[src/rtl/rafp_pkg.sv]
// ----------------------------------------------------------------------------
// rafp_pkg
// shared constants, types and command/status structs of the roi align pool block
// ----------------------------------------------------------------------------
package rafp_pkg;

  localparam int MaxChannels = 16;
  localparam int MaxMapSize  = 64;
  localparam int MaxPooled   = 8;
  localparam int MaxSampling = 8;
  localparam int FracBits    = 20;

  localparam int ChW     = $clog2(MaxChannels);
  localparam int MapW    = $clog2(MaxMapSize);
  localparam int AddrW   = ChW + 2 * MapW;
  localparam int Depth   = MaxChannels * MaxMapSize * MaxMapSize;
  localparam int EdgeW   = 33;
  localparam int CoordW  = 34;
  localparam int DivNumW = 40;
  localparam int DivDenW = 8;

  localparam logic [2:0] RegScale   = 3'd0;
  localparam logic [2:0] RegPoolH   = 3'd1;
  localparam logic [2:0] RegPoolW   = 3'd2;
  localparam logic [2:0] RegSampl   = 3'd3;
  localparam logic [2:0] RegMapH    = 3'd4;
  localparam logic [2:0] RegMapW    = 3'd5;

  typedef struct packed {
    logic [16:0] img_scale;
    logic [3:0]  pooled_height;
    logic [3:0]  pooled_width;
    logic [3:0]  bin_samples;
    logic [6:0]  map_height;
    logic [6:0]  map_width;
  } cfg_t;

  typedef struct packed {
    logic       load_wr;
    logic       latch_roi;
    logic       scale_en;
    logic [1:0] scale_sel;
    logic       size_en;
    logic       cnt_init;
    logic       cnt_step;
    logic       coord_start;
    logic       coord_load;
    logic       coord_is_x;
    logic       acc_clr;
    logic       rd_en;
    logic [1:0] corner;
    logic       mul_en;
    logic       acc_en;
    logic       mag_en;
    logic       fin_start;
    logic       out_load;
    logic [2:0] ph;
    logic [2:0] pw;
    logic [2:0] iy;
    logic [2:0] ix;
  } cmd_t;

  typedef struct packed {
    logic       div_done;
    logic       oob;
    logic [3:0] ph_n;
    logic [3:0] pw_n;
    logic [3:0] s_h;
    logic [3:0] s_w;
  } sts_t;

endpackage

[src/rtl/rafp_ctrl.sv]
// ----------------------------------------------------------------------------
// rafp_ctrl
// sequencer over setup, bins, sample rows, sample columns and corners
// ----------------------------------------------------------------------------
module rafp_ctrl import rafp_pkg::*; (
  input  logic       clk_i,
  input  logic       rst_ni,
  input  logic       s_valid_i,
  input  logic       s_query_i,
  output logic       s_ready_o,
  output logic       m_valid_o,
  input  logic       m_ready_i,
  output logic [2:0] bin_row_o,
  output logic [2:0] bin_col_o,
  output logic       last_o,
  input  sts_t       sts_i,
  output cmd_t       cmd_o
);

  typedef enum logic [4:0] {
    S_IDLE, S_SCALE, S_SIZE, S_CINIT, S_CSTEP, S_BIN, S_YSTART, S_YWAIT,
    S_XSTART, S_XWAIT, S_CHK, S_RD, S_MUL, S_ACC, S_NEXT, S_MAG, S_FSTART,
    S_FWAIT, S_OUT
  } state_e;

  state_e     state_q;
  logic [2:0] step_q, ph_q, pw_q, iy_q, ix_q;
  logic       m_valid_q, last_q;
  logic       ph_end, pw_end, iy_end, ix_end;

  assign ph_end = {1'b0, ph_q} == sts_i.ph_n - 4'd1;
  assign pw_end = {1'b0, pw_q} == sts_i.pw_n - 4'd1;
  assign iy_end = {1'b0, iy_q} == sts_i.s_h - 4'd1;
  assign ix_end = {1'b0, ix_q} == sts_i.s_w - 4'd1;

  always_ff @(posedge clk_i or negedge rst_ni) begin
    if (!rst_ni) begin
      state_q   <= S_IDLE;
      step_q    <= '0;
      ph_q      <= '0;
      pw_q      <= '0;
      iy_q      <= '0;
      ix_q      <= '0;
      m_valid_q <= 1'b0;
      last_q    <= 1'b0;
    end else begin
      unique case (state_q)
        S_IDLE: begin
          if (s_valid_i && s_query_i) begin
            step_q  <= '0;
            state_q <= S_SCALE;
          end
        end
        S_SCALE: begin
          step_q <= step_q + 3'd1;
          if (step_q == 3'd3) state_q <= S_SIZE;
        end
        S_SIZE:  state_q <= S_CINIT;
        S_CINIT: begin
          step_q  <= '0;
          state_q <= S_CSTEP;
        end
        S_CSTEP: begin
          step_q <= step_q + 3'd1;
          if (step_q == 3'd7) begin
            ph_q    <= '0;
            pw_q    <= '0;
            state_q <= S_BIN;
          end
        end
        S_BIN: begin
          iy_q    <= '0;
          state_q <= S_YSTART;
        end
        S_YSTART: state_q <= S_YWAIT;
        S_YWAIT: begin
          if (sts_i.div_done) begin
            ix_q    <= '0;
            state_q <= S_XSTART;
          end
        end
        S_XSTART: state_q <= S_XWAIT;
        S_XWAIT: begin
          if (sts_i.div_done) state_q <= S_CHK;
        end
        S_CHK: begin
          step_q  <= '0;
          state_q <= sts_i.oob ? S_NEXT : S_RD;
        end
        S_RD:  state_q <= S_MUL;
        S_MUL: state_q <= S_ACC;
        S_ACC: begin
          if (step_q == 3'd3) begin
            state_q <= S_NEXT;
          end else begin
            step_q  <= step_q + 3'd1;
            state_q <= S_RD;
          end
        end
        S_NEXT: begin
          if (!ix_end) begin
            ix_q    <= ix_q + 3'd1;
            state_q <= S_XSTART;
          end else if (!iy_end) begin
            iy_q    <= iy_q + 3'd1;
            state_q <= S_YSTART;
          end else begin
            state_q <= S_MAG;
          end
        end
        S_MAG:    state_q <= S_FSTART;
        S_FSTART: state_q <= S_FWAIT;
        S_FWAIT: begin
          if (sts_i.div_done) begin
            m_valid_q <= 1'b1;
            last_q    <= ph_end && pw_end;
            state_q   <= S_OUT;
          end
        end
        S_OUT: begin
          if (m_ready_i) begin
            m_valid_q <= 1'b0;
            if (last_q) begin
              state_q <= S_IDLE;
            end else begin
              if (pw_end) begin
                pw_q <= '0;
                ph_q <= ph_q + 3'd1;
              end else begin
                pw_q <= pw_q + 3'd1;
              end
              state_q <= S_BIN;
            end
          end
        end
        default: state_q <= S_IDLE;
      endcase
    end
  end

  always_comb begin
    cmd_o             = '0;
    cmd_o.ph          = ph_q;
    cmd_o.pw          = pw_q;
    cmd_o.iy          = iy_q;
    cmd_o.ix          = ix_q;
    cmd_o.scale_sel   = step_q[1:0];
    cmd_o.corner      = step_q[1:0];
    cmd_o.load_wr     = (state_q == S_IDLE) && s_valid_i && !s_query_i;
    cmd_o.latch_roi   = (state_q == S_IDLE) && s_valid_i && s_query_i;
    cmd_o.scale_en    = (state_q == S_SCALE);
    cmd_o.size_en     = (state_q == S_SIZE);
    cmd_o.cnt_init    = (state_q == S_CINIT);
    cmd_o.cnt_step    = (state_q == S_CSTEP);
    cmd_o.acc_clr     = (state_q == S_BIN);
    cmd_o.coord_start = (state_q == S_YSTART) || (state_q == S_XSTART);
    cmd_o.coord_is_x  = (state_q == S_XSTART) || (state_q == S_XWAIT);
    cmd_o.coord_load  = ((state_q == S_YWAIT) || (state_q == S_XWAIT)) && sts_i.div_done;
    cmd_o.rd_en       = (state_q == S_RD);
    cmd_o.mul_en      = (state_q == S_MUL);
    cmd_o.acc_en      = (state_q == S_ACC);
    cmd_o.mag_en      = (state_q == S_MAG);
    cmd_o.fin_start   = (state_q == S_FSTART);
    cmd_o.out_load    = (state_q == S_FWAIT) && sts_i.div_done;
  end

  assign s_ready_o = (state_q == S_IDLE);
  assign m_valid_o = m_valid_q;
  assign bin_row_o = ph_q;
  assign bin_col_o = pw_q;
  assign last_o    = last_q;

  a_valid_in_out: assert property (@(posedge clk_i) disable iff (!rst_ni)
    m_valid_q |-> state_q == S_OUT)
    else $error("result valid outside output state");

  a_last_to_idle: assert property (@(posedge clk_i) disable iff (!rst_ni)
    (state_q == S_OUT && m_ready_i && last_q) |=> state_q == S_IDLE)
    else $error("query did not end after last bin");

  a_count_range: assert property (@(posedge clk_i) disable iff (!rst_ni)
    (state_q == S_BIN) |-> (sts_i.s_h >= 4'd1 && sts_i.s_h <= 4'(MaxSampling) &&
                            sts_i.s_w >= 4'd1 && sts_i.s_w <= 4'(MaxSampling)))
    else $error("sample count out of range");

endmodule

[config.mk]
export PLATFORM = sky130hd
export DESIGN_NAME = rafp_ctrl
export DESIGN_NICKNAME = d
export VERILOG_FILES = /design/src/rtl/rafp_pkg.sv /design/src/rtl/rafp_ctrl.sv
export SDC_FILE = /design/constraint.sdc
export NUM_CORES = 1
export LEC_CHECK = 0
export ABC_CLOCK_PERIOD_IN_PS = 3800
export BUFFER_PORTS_ARGS = -buffer_cell sky130_fd_sc_hd__buf_2
export CAP_MARGIN = 20
export CORE_ASPECT_RATIO = 1.25
export CORE_MARGIN = 2
export CORE_UTILIZATION = 50
export CTS_CLUSTER_SIZE = 12
export DETAILED_ROUTE_END_ITERATION = 10
export MAX_ROUTING_LAYER = met4
export PLACE_DENSITY = 0.89
export SLEW_MARGIN = 20
export SYNTH_ARGS = -nofsm -noshare
export SYNTH_HDL_FRONTEND = slang
export SYNTH_SLANG_ARGS = --single-unit
[constraint.sdc]
create_clock -name clk_i -period 3.8 [get_ports clk_i]
set_input_delay 0 -clock clk_i [delete_from_list [all_inputs] [get_ports clk_i]]
set_output_delay 0 -clock clk_i [all_outputs]
set_load 0.01 [all_outputs]
After elaboration in Yosys (flattened, before gate mapping) --
Index checks and enable logic that the tools add are counted.
Word-level totals: register bits 22, bits in latches 0, bits in writable memories 0, ROM bits 0, output and inout bits 41, memories 0
Operators by class: add/sub/neg operators 9, multiply operators 0, divide/modulo/power cells 0, order comparisons 0, equality and inequality tests 37, shifts and indexed selects 0, muxes and demuxes 34, bitwise gates (word level) 0, reduce and logical (&&, ||, !) cells 27
Operators by type and width (number):
- $pmux 5 s19 | 1
- $mux 3 | 16
- $eq 5x4->1 const B | 8
- $mux 5 | 7
- $pmux 3 s2 | 4
- $eq 5x3->1 const B | 4
- $ne 2x2->1 const B | 10
- $eq 3x4->1 | 4
- $sub 4x1->4 const B | 4
- $add 3x1->3 const B | 5
- $eq 5x5->1 const B | 3
- $pmux 3 s4 | 1
- $reduce_and 3->1 | 4
- $eq 5x2->1 const B | 2
- $mux 4 | 2
- $reduce_bool 2->1 | 4
- $logic_and 1x1->1 | 7
- $reduce_and 7->1 | 1
- $ne 2x1->1 const B | 3
- $eq 5x1->1 const B | 1
- $logic_not 5->1 | 1
- $reduce_and 5->1 | 1
- $reduce_and 4->1 | 1
- $reduce_bool 4->1 | 1
- 8 further kinds | 12

Longest topological paths before layout --
Gate-level depths: netlist of run 1.
depth in word-level cells 6, gate-level depth with buffers 7, mapped depth without buffers 7

Worst setup path after synthesis of run 1 --
Ideal clock, no wire load.
kind register -> register, start register iy_q[2], end register iy_q[1], arrival 1.948 ns, setup slack 1.725 ns, stages on the path, launching flop included 6, path buffers 0, clock period less this slack 2.075 ns, path through dfrtp_1 xor2_1 or4bb_1 a311oi_2 or3_4 mux2_1
Between the ends: cells in the longest elaborated chain, start to end 3
Ends and longest elaborated chain:
- start: declaration | line rafp_ctrl.sv:27 | logic [2:0] step_q, ph_q, pw_q, iy_q, ix_q;
- start signal: assignment | line rafp_ctrl.sv:105 | iy_q <= iy_q + 3'd1;
- $eq 3x4->1 | line rafp_ctrl.sv:33 | assign iy_end = {1'b0, iy_q} == sts_i.s_h - 4'd1;
- $ne 2x2->1 (no line)
- $reduce_and 3->1 (no line)
No other way between the ends. A chain may end at the register's enable or synchronous reset.

Final worst setup path of run 1 --
start register state_q[1], end register m_valid_q, in the netlist m_valid_o
Between the ends: cells in the longest elaborated chain, start to end 3
Ends and longest elaborated chain:
- start: declaration | line rafp_ctrl.sv:26 | state_e state_q;
- start signal: assignment | line rafp_ctrl.sv:88 | state_q <= sts_i.oob ? S_NEXT : S_RD;
- $eq 5x5->1 | line rafp_ctrl.sv:47 | unique case (state_q)
- $ne 2x2->1 (no line) or $reduce_bool 2->1 (tied branches)
- $reduce_and 3->1 (no line)
- end signal: assignment | line rafp_ctrl.sv:44 | m_valid_q <= 1'b0;
- end signal: assignment | line rafp_ctrl.sv:115 | m_valid_q <= 1'b1;
- end signal: assignment | line rafp_ctrl.sv:122 | m_valid_q <= 1'b0;
- end: declaration | line rafp_ctrl.sv:28 | logic m_valid_q, last_q;
Several ways; a longest one is shown, not always the timed one.

==> results.sh, run 1 <==
export IMPL_p_switching_uw=662.8
export IMPL_place_area_sq_um=2335
export IMPL_io_buffers=63
export IMPL_drive_above_1_share=0.2533
export IMPL_cp_slowest_stage_delay_ps=940
export IMPL_synth_seq_cells=22
export IMPL_cp_arrival_ps=2630
export IMPL_overflow=0
export IMPL_drc=0
export IMPL_async_reset_ff_frac=1.000
export IMPL_start_util=0.5152
export IMPL_synth_cell_types=60
export IMPL_die_h_um=76.08
export IMPL_path_class="flop to flop"
export IMPL_finalCriticalPeriod_ps=2471
export IMPL_cap_viol_max_count=0
export IMPL_finalNetCount=339
export IMPL_cp_data_required_time_ps=3960
export IMPL_tritoncts="done"
export IMPL_status="finished, final reports clean"
export IMPL_power_leakage_uw=0.001197
export IMPL_critical_path_max_fanout=31
export IMPL_cts_resized=0
export IMPL_synth_edff_count=0
export IMPL_grt_total_usage=0.2480
export IMPL_dp_hpwl_um=4019
export IMPL_first_iter_violations=83
export IMPL_tns_ps=0
export IMPL_max_vdd_ir_drop_mv=0.2006
export IMPL_wirelength_um=5429
export IMPL_cts_root_buf="clkbuf_8"
export IMPL_yosys_warnings=0
export IMPL_p_sw_frac=0.4698
export IMPL_netlist_area_sq_um=2078
export IMPL_grt_max_degree=32
export IMPL_rsz0062_at_grt="false"
export IMPL_syn_area_per_cell_sq_um=8.055
export IMPL_dieArea_sq_um=4691
export IMPL_clock_latency_ps=270
export IMPL_power_frac_seq=0.331
export IMPL_yosysSeqAreaShare=0.2649
export IMPL_relSlewSlack=0.4037
export IMPL_antenna_found_initial=0
export IMPL_synth_top_flop_cell="dfrtp_1"
export IMPL_hold_class="primary input to flop"
export IMPL_clk_transition_reported_paths_ps=90
export IMPL_diodes=0
export IMPL_numCtsBuffers=3
export IMPL_cts_sinks=22
export IMPL_cts_max_level=1
export IMPL_finalClockSkew_ps=2.779
export IMPL_row_count=26
export IMPL_p_comb_frac=0.509
export IMPL_gp_congestion=0.9123
export IMPL_p_int_uw=748.1
export IMPL_clockPowerShare=0.160
export IMPL_drv_slew=0
export IMPL_die_w_um=61.67
export IMPL_grt_pass1_wl_um=8983
export IMPL_ant_nets=0
export IMPL_netlist_instances=258
export IMPL_fmax_ghz=0.4048
export IMPL_routed_via_density=5.842
export IMPL_num_io_pins=64
export IMPL_hold_violations=0
export IMPL_vias=2103
export IMPL_cpMaxStageDelayCell="dfrtp_1"
export IMPL_period_share=0.6502
export IMPL_worst_setup_path_end_kind="flop"
export IMPL_grt_pass1_vias=2122
export IMPL_syn_nets=292
export IMPL_setup_violations_final=0
export IMPL_cp_start_kind="flop"
export IMPL_postCtsHoldBufs=1
export IMPL_worst_slew_pin_slew_ps=894.5
export IMPL_core_sq_um=4034
export IMPL_cts_buffer_depth=2
export IMPL_area_growth_pct=16.26
export IMPL_dr_pass1_iters=4
export IMPL_crit_family="compound AO/OA/AOI/OAI gates"
export IMPL_design_area_sq_um=2416
export IMPL_critical_path_buf_inv_count=0
export IMPL_power_density_nw_per_um2=583.9
export IMPL_cts_setup_buffers=0
export IMPL_cp_cell_sequence="nor4b_1 -> o311ai_0 -> o2111ai_1 -> o41ai_1 -> nand2b_1"
export IMPL_wl_per_cell_um=15.08
-- state kept, by name, summed over array words and instances, names as in the netlist --
| register | cells |
|---|---|
| state_q | 5 |
| bin_col_o | 3 |
| ix_q | 3 |
| iy_q | 3 |
| bin_row_o | 3 |
| step_q | 3 |
| last_o | 1 |
| m_valid_o | 1 |
-- synth_stat cells (4+ instances only) --
library cell / instances / area share
a21oi_1: 10 / 0.024
and3_1: 4 / 0.012
buf_2: 6 / 0.014
buf_4: 10 / 0.036
dfrtp_1: 22 / 0.26
ha_1: 11 / 0.066
inv_1: 16 / 0.029
nand2_1: 19 / 0.034
nand2b_1: 7 / 0.021
nand3_1: 10 / 0.024
nor2_1: 22 / 0.040
nor2b_1: 5 / 0.015
nor3_1: 12 / 0.029
nor3b_1: 5 / 0.018
nor4_1: 4 / 0.012
o21ai_0: 12 / 0.029
or4_1: 4 / 0.014
xnor2_1: 8 / 0.034
xor2_1: 7 / 0.030
-- final cells by class --
type	count	area, sq um
Fill cell	391	1618
Multi-Input combinational cell	198	1339
Sequential cell	22	550.5
Timing Repair Buffer	64	325.3
Tap cell	56	70.07
Inverter	16	60.06
Clock buffer	3	41.29
Clock inverter	1	30.03
-- power by group through the flow --
stage / clock (uW) / sequential, uW / combinational (uW)
after detailed placement: 0 / 465 / 705
after global placement: 0 / 461 / 689
after CTS: 227 / 463 / 715
final: 226 / 467 / 718
after floorplan: 0 / 364 / 616
after global routing: 233 / 487 / 798
-- worst paths after layout --
kind / start / end / slack [ps] / depth (start not counted)
worst max-delay path: state_q[1] / m_valid_o / 1330 / 5
worst min-delay path: sts_i[17] / state_q[3] / 120 / 3
worst max register to register: state_q[1] / m_valid_o / 1330 / 5
worst min register to register: m_valid_o / m_valid_o / 530 / 2
max in group asynchronous: rst_ni / state_q[2] / 3220 / 2
min in group asynchronous: rst_ni / step_q[2] / 240 / 2
-- metrics by stage --
stage / utilization / hold slack, ps / cells / setup WS [ps] / power, uW
6_report: 0.5989 / 117.6 / 360 / 1329 / 1411
5_1_grt: 0.5989 / 143.2 / 360 / 1161 / 1517
4_1_cts: 0.5989 / 108.6 / 360 / 1378 / 1404
3_5_place_dp: 0.5788 / 2.619 / 355 / 1403 / 1170
3_3_place_gp: 0.5788 / -2.314 / 355 / 1507 / 1150
2_1_floorplan: - / -295.6 / 258 / 1725 / 980.8
-- metal layers --
metal / routed length (um) / up-vias / GRT usage / share of wire
met2: 2860 / 91 / 0.4242 / 0.53
met1: 2121 / 980 / 0.2794 / 0.39
met3: 310 / 14 / 0.03226 / 0.057
met4: 137 / 0 / 0.1000 / 0.025
met5: 0 / - / - / 0
li1: - / 1018 / - / -
-- cell families after synthesis --
kind of cell / count (synthesis) / share of synthesized area
xor+xnor: 15 / 0.06322
simple gates: 112 / 0.3028
flops: 22 / 0.2649
mux: 6 / 0.03070
buf+inv: 38 / 0.09091
compound gates: 53 / 0.1764
fa+ha+maj: 12 / 0.07104
-- placed cells by master, fill, tap and decap left out, drive strengths merged, types with 5 or more instances in the layout --
master / count
buf: 63
nor2: 22
dfrtp: 22
nand2: 19
inv: 16
nor3: 12
o21ai: 12
ha: 11
nand3: 10
a21oi: 10
xnor2: 8
nand2b: 7
xor2: 7
nor4: 6
nor2b: 5
nor3b: 5
-- worst reg2reg max path, cell delays in order (launching register included) --
cell and delay [ps]:
dfrtp_1 940, nor4b_1 150, o311ai_0 430, o2111ai_1 360
o41ai_1 400, nand2b_1 90
Power figures use the tool's default switching activity.
==> inputs of run 2 (changes only) <==
--- a/config.mk
+++ b/config.mk
@@ -5,7 +5,7 @@
 export SDC_FILE = /design/constraint.sdc
 export NUM_CORES = 1
 export LEC_CHECK = 0
-export ABC_CLOCK_PERIOD_IN_PS = 3800
+export ABC_CLOCK_PERIOD_IN_PS = 2300
 export BUFFER_PORTS_ARGS = -buffer_cell sky130_fd_sc_hd__buf_2
 export CAP_MARGIN = 20
 export CORE_ASPECT_RATIO = 1.25
==> constraint.sdc (replaced) <==
create_clock -name clk_i -period 2.3 [get_ports clk_i]
set_input_delay 0 -clock clk_i [delete_from_list [all_inputs] [get_ports clk_i]]
set_output_delay 0 -clock clk_i [all_outputs]
set_load 0.01 [all_outputs]
==> run 2 against run 1 <==
Effect of this change: non-clock buffer count up 19; routed wire length is 1.8% higher; combinational power grew 100%; sequential power increased by 41%; maximum frequency grew 16%; first-iteration DRC count grew 11%; register-to-register slack lost 1200 ps; die area stayed put; design area grew 4.7%; clock skew shrank 1.5 ps; via count is 5.4% higher.
==> results.sh, run 2 (synthesis results as in run 1) <==
export IMPL_critical_path_max_fanout=15
export IMPL_cts_setup_buffers=0
export IMPL_cp_arrival_ps=2270
export IMPL_grt_total_usage=0.2497
export IMPL_drive_above_1_share=0.2981
export IMPL_largest_register_ffs=5
export IMPL_grt_pass1_wl_um=9087
export IMPL_overflow=0
export IMPL_die_w_um=61.67
export IMPL_core_sq_um=4034
export IMPL_cp_slowest_stage_delay_ps=630
export IMPL_antenna_found_initial=0
export IMPL_vias=2216
export IMPL_numCtsBuffers=3
export IMPL_cp_start_kind="flop"
export IMPL_finalClockSkew_ps=1.247
export IMPL_power_density_nw_per_um2=931.1
export IMPL_cp_data_required_time_ps=2450
export IMPL_max_vdd_ir_drop_mv=0.3932
export IMPL_place_area_sq_um=2477
export IMPL_wirelength_um=5528
export IMPL_drc=0
export IMPL_cts_sinks=22
export IMPL_grt_max_degree=23
export IMPL_dp_hpwl_um=4329
export IMPL_num_io_pins=64
export IMPL_wl_per_cell_um=14.62
export IMPL_power_leakage_uw=0.001274
export IMPL_seqCellArea_sq_um=551.8
export IMPL_finalNetCount=358
export IMPL_clock_latency_ps=260
export IMPL_row_count=26
export IMPL_most_common_layout_cells="buf_2 (63), nor2_1 (22), dfrtp_1 (21)"
export IMPL_cpMaxStageDelayCell="dfrtp_1"
export IMPL_crit_path_end="m_valid_o"
export IMPL_path_class="flop to flop"
export IMPL_status="finished, final reports clean"
export IMPL_timing_rr_start="state_q[1]"
export IMPL_grt_pass1_vias=2112
export IMPL_cts_buffer_depth=2
export IMPL_start_util=0.5152
export IMPL_rrSetupSlack_ps=170
export IMPL_cap_viol_max_count=0
export IMPL_hold_violations=0
export IMPL_relSlewSlack=0.6390
export IMPL_dr_pass1_iters=4
export IMPL_cts_root_buf="clkbuf_8"
export IMPL_reg2reg_to="m_valid_o"
export IMPL_cts_max_level=1
export IMPL_routed_via_density=5.862
export IMPL_hold_class="primary input to flop"
export IMPL_worst_setup_path_end_kind="flop"
export IMPL_worstHoldStart="sts_i[17]"
export IMPL_area_growth_pct=21.73
export IMPL_tritoncts="done"
export IMPL_dieArea_sq_um=4691
export IMPL_period_share=0.9243
export IMPL_multi_input_area_sq_um=1339
export IMPL_reg2reg_depth=5
export IMPL_worst_slew_pin_slew_ps=535.8
export IMPL_final_util=0.6272
export IMPL_tns_ps=0
export IMPL_fmax_ghz=0.4704
export IMPL_design_area_sq_um=2530
export IMPL_ant_nets=0
export IMPL_rsz0062_at_grt="false"
export IMPL_die_h_um=76.08
export IMPL_fillers=375
export IMPL_gp_congestion=0.9009
export IMPL_cp_startpoint="state_q[1]"
export IMPL_first_iter_violations=92
export IMPL_final_common_cell="buf_2"
export IMPL_diodes=0
export IMPL_io_buffers=63
export IMPL_clk_transition_reported_paths_ps=80
export IMPL_setup_violations_final=0
export IMPL_cp_cell_sequence="nor4b_1 -> o311ai_0 -> o2111ai_1 -> o41ai_1 -> nand2b_1"
export IMPL_drv_slew=0
export IMPL_finalCriticalPeriod_ps=2126
export IMPL_registers_top_by_ff_count="state_q"
[run 2: cell count changes in the layout (fill, tap and decap cells not counted), sizes merged]
cell    change
bufinv      -1
buf        +19
[run 2: metal layers]
layer  track usage  vias up  routed length (um)
met5             -        -                   0
met4        0.1021        0                 122
met3       0.02886       15                 330
met2        0.4147       93                2909
met1        0.2952     1045                2165
li1              -     1063                   -
[run 2: critical path: cells and delay by family (launching register included)]
kind	cells	cell delay [ps]
compound gates	3	1160
simple gates	2	220
flops	1	630
[run 2: how the worst min path moves through the flow]
stage | depth (start not counted) | end
global placement | 1 | bin_row_o[2]
finish | 3 | state_q[3]
CTS | 3 | state_q[3]
detailed placement | 1 | bin_row_o[2]
floorplan | 0 | bin_col_o[0]
global route | 3 | state_q[3]
[run 2: layout make-up]
type,instances,area share
multi-input combinational,198,0.5292
clock buffer,3,0.01632
tap,56,0.02770
timing repair buffer,83,0.1850
inverter,16,0.02374
sequential,22,0.2181
[run 2: through the flow]
stage	power (uW)	cells	setup slack [ps]	hold WS, ps
detailed placement	2099	374	226.8	9.246
global placement	2062	374	326.0	-0.2456
finish	2356	378	174.1	105.7
global route	2553	378	26.77	129.8
CTS	2351	378	154.7	99.01
floorplan	1620	258	225.1	-295.6
[run 2: what timing repair did]
item | 4_1_cts | 5_1_grt
setup endpoints to repair | 0 | 2
hold buffers | 1 | 0
endpoints found under the hold margin | 22 | 0
gates resized for setup | 0 | 1
[run 2: power breakdown]
part | leakage [uW] | internal (uW) | total [uW] | switching [uW]
logic | 0.000964 | 647 | 1450 | 804
clock network | 0.0000216 | 117 | 245 | 128
registers | 0.000288 | 483 | 660 | 177
==> inputs of run 3 (changes only) <==
--- a/config.mk
+++ b/config.mk
@@ -13,6 +13,7 @@
 export CORE_UTILIZATION = 50
 export CTS_CLUSTER_SIZE = 12
 export DETAILED_ROUTE_END_ITERATION = 10
+export HOLD_SLACK_MARGIN = 0.15
 export MAX_ROUTING_LAYER = met4
 export PLACE_DENSITY = 0.89
 export SLEW_MARGIN = 20
==> run 3 against run 2 <==
Effect of this change: total power about the same; sequential share of layout area down 0.086 points; combinational power about the same; utilization up 0.25 points; first-iteration DRC count up 4.3%; final cell count up 0.26%; count of clock-buffer cells in the layout unchanged; critical path type unchanged.
==> results.sh, run 3 (synthesis results as in run 1) <==
export IMPL_diodes=0
export IMPL_num_io_pins=64
export IMPL_cap_viol_max_count=0
export IMPL_total_power_uw=2358
export IMPL_ant_nets=0
export IMPL_vias=2197
export IMPL_grt_total_usage=0.2500
export IMPL_worst_slew_pin_slew_ps=533.3
export IMPL_cts_max_level=1
export IMPL_row_count=26
export IMPL_die_h_um=76.08
export IMPL_largest_register_ffs=5
export IMPL_relSlewSlack=0.6407
export IMPL_cp_start_kind="flop"
export IMPL_holdPathEnd="last_o"
export IMPL_dieArea_sq_um=4691
export IMPL_drc=0
export IMPL_rsz0062_at_grt="false"
export IMPL_most_common_layout_cells="buf_2 (63), nor2_1 (22), dfrtp_1 (21)"
export IMPL_cp_startpoint="state_q[1]"
export IMPL_overflow=0
export IMPL_power_leakage_uw=0.001278
export IMPL_first_iter_violations=96
export IMPL_max_vdd_ir_drop_mv=0.3953
export IMPL_cp_arrival_ps=2260
export IMPL_cts_root_buf="clkbuf_8"
export IMPL_grt_pass1_vias=2115
export IMPL_registers_top_by_ff_count="state_q"
export IMPL_power_density_nw_per_um2=928.2
export IMPL_hold_violations=0
export IMPL_setup_violations_final=0
export IMPL_antenna_found_initial=0
export IMPL_status="finished, final reports clean"
export IMPL_routed_via_density=5.797
export IMPL_cts_buffer_depth=2
export IMPL_worstHoldStart="sts_i[15]"
export IMPL_tritoncts="done"
export IMPL_cts_setup_buffers=0
export IMPL_cp_data_required_time_ps=2450
export IMPL_timing_rr_start="state_q[1]"
export IMPL_grt_pass1_wl_um=9094
export IMPL_gp_congestion=0.9009
export IMPL_grt_max_degree=23
export IMPL_dr_pass1_iters=4
export IMPL_reg2reg_to="m_valid_o"
export IMPL_min_path_cells=4
export IMPL_rrSetupSlack_ps=190
export IMPL_die_w_um=61.67
export IMPL_start_util=0.5152
export IMPL_drive_above_1_share=0.2972
export IMPL_critical_path_max_fanout=15
export IMPL_whs_ps=148.9
export IMPL_worst_setup_path_end_kind="flop"
export IMPL_final_common_cell="buf_2"
export IMPL_period_share=0.9161
export IMPL_clk_transition_reported_paths_ps=80
export IMPL_fmax_ghz=0.4746
export IMPL_tns_ps=0
export IMPL_finalNetCount=359
export IMPL_io_buffers=63
export IMPL_reg2reg_depth=5
export IMPL_finalClockSkew_ps=2.055
export IMPL_core_sq_um=4034
export IMPL_clock_latency_ps=260
export IMPL_cts_sinks=22
export IMPL_area_growth_pct=22.22
export IMPL_wl_per_cell_um=14.58
export IMPL_hold_class="primary input to flop"
export IMPL_finalCriticalPeriod_ps=2107
export IMPL_dp_hpwl_um=4329
export IMPL_path_class="flop to flop"
export IMPL_wirelength_um=5525
export IMPL_numCtsBuffers=3
export IMPL_drv_slew=0
run 3: layout make-up:
class,count,area (sq um)
Fill cell,374,1494
Multi-Input combinational cell,198,1339
Sequential cell,22,551.8
Timing Repair Buffer,84,478.0
Tap cell,56,70.07
Inverter,16,60.06
Clock buffer,3,41.29
run 3: stage by stage:
stage | cells | setup slack [ps] | cell area [sq um] | utilization
finish | 379 | 192.9 | 2540 | 0.6297
global route | 379 | 26.77 | 2540 | 0.6297
CTS | 379 | 154.7 | 2539 | 0.6293
detailed placement | 374 | 226.8 | 2477 | 0.6141
global placement | 374 | 326.0 | 2477 | 0.6141
floorplan | 258 | 225.1 | 2078 | -
run 3: report_power, final:
| group | total (uW) | leakage, uW | internal (uW) | switching [uW] |
|---|---|---|---|---|
| logic | 1450 | 0.000968 | 648 | 804 |
| clock network | 246 | 0.0000216 | 117 | 129 |
| registers | 660 | 0.000288 | 483 | 176 |
| total | 2360 | 0.00128 | 1250 | 1110 |
run 3: worst max-delay path, stage by stage, from the launching register on:
cell and delay [ps]:
dfrtp_1 620, nor4b_1 140, o311ai_0 470, o2111ai_1 280, o41ai_1 400, nand2b_1 90
run 3: timing repair:
| action | in CTS | in global routing |
|---|---|---|
| gates resized for setup | 0 | 1 |
| setup endpoints to repair | 0 | 2 |
| hold buffers | 2 | 0 |
| endpoints found under the hold margin | 24 | 0 |
run 3: worst max-delay path by stage:
stage	endpoint	slack (ps)	depth (start not counted)
floorplan	iy_q[1]	230	5
global placement	iy_q[1]	330	5
detailed placement	m_valid_o	230	5
CTS	m_valid_o	150	5
global route	m_valid_o	30	6
finish	m_valid_o	190	5
run 3: metal layers:
layer,global-route usage,routed length [um]
met4,0.1000,114
met3,0.02886,305
met1,0.2963,2178
met2,0.4158,2926
met5,-,0
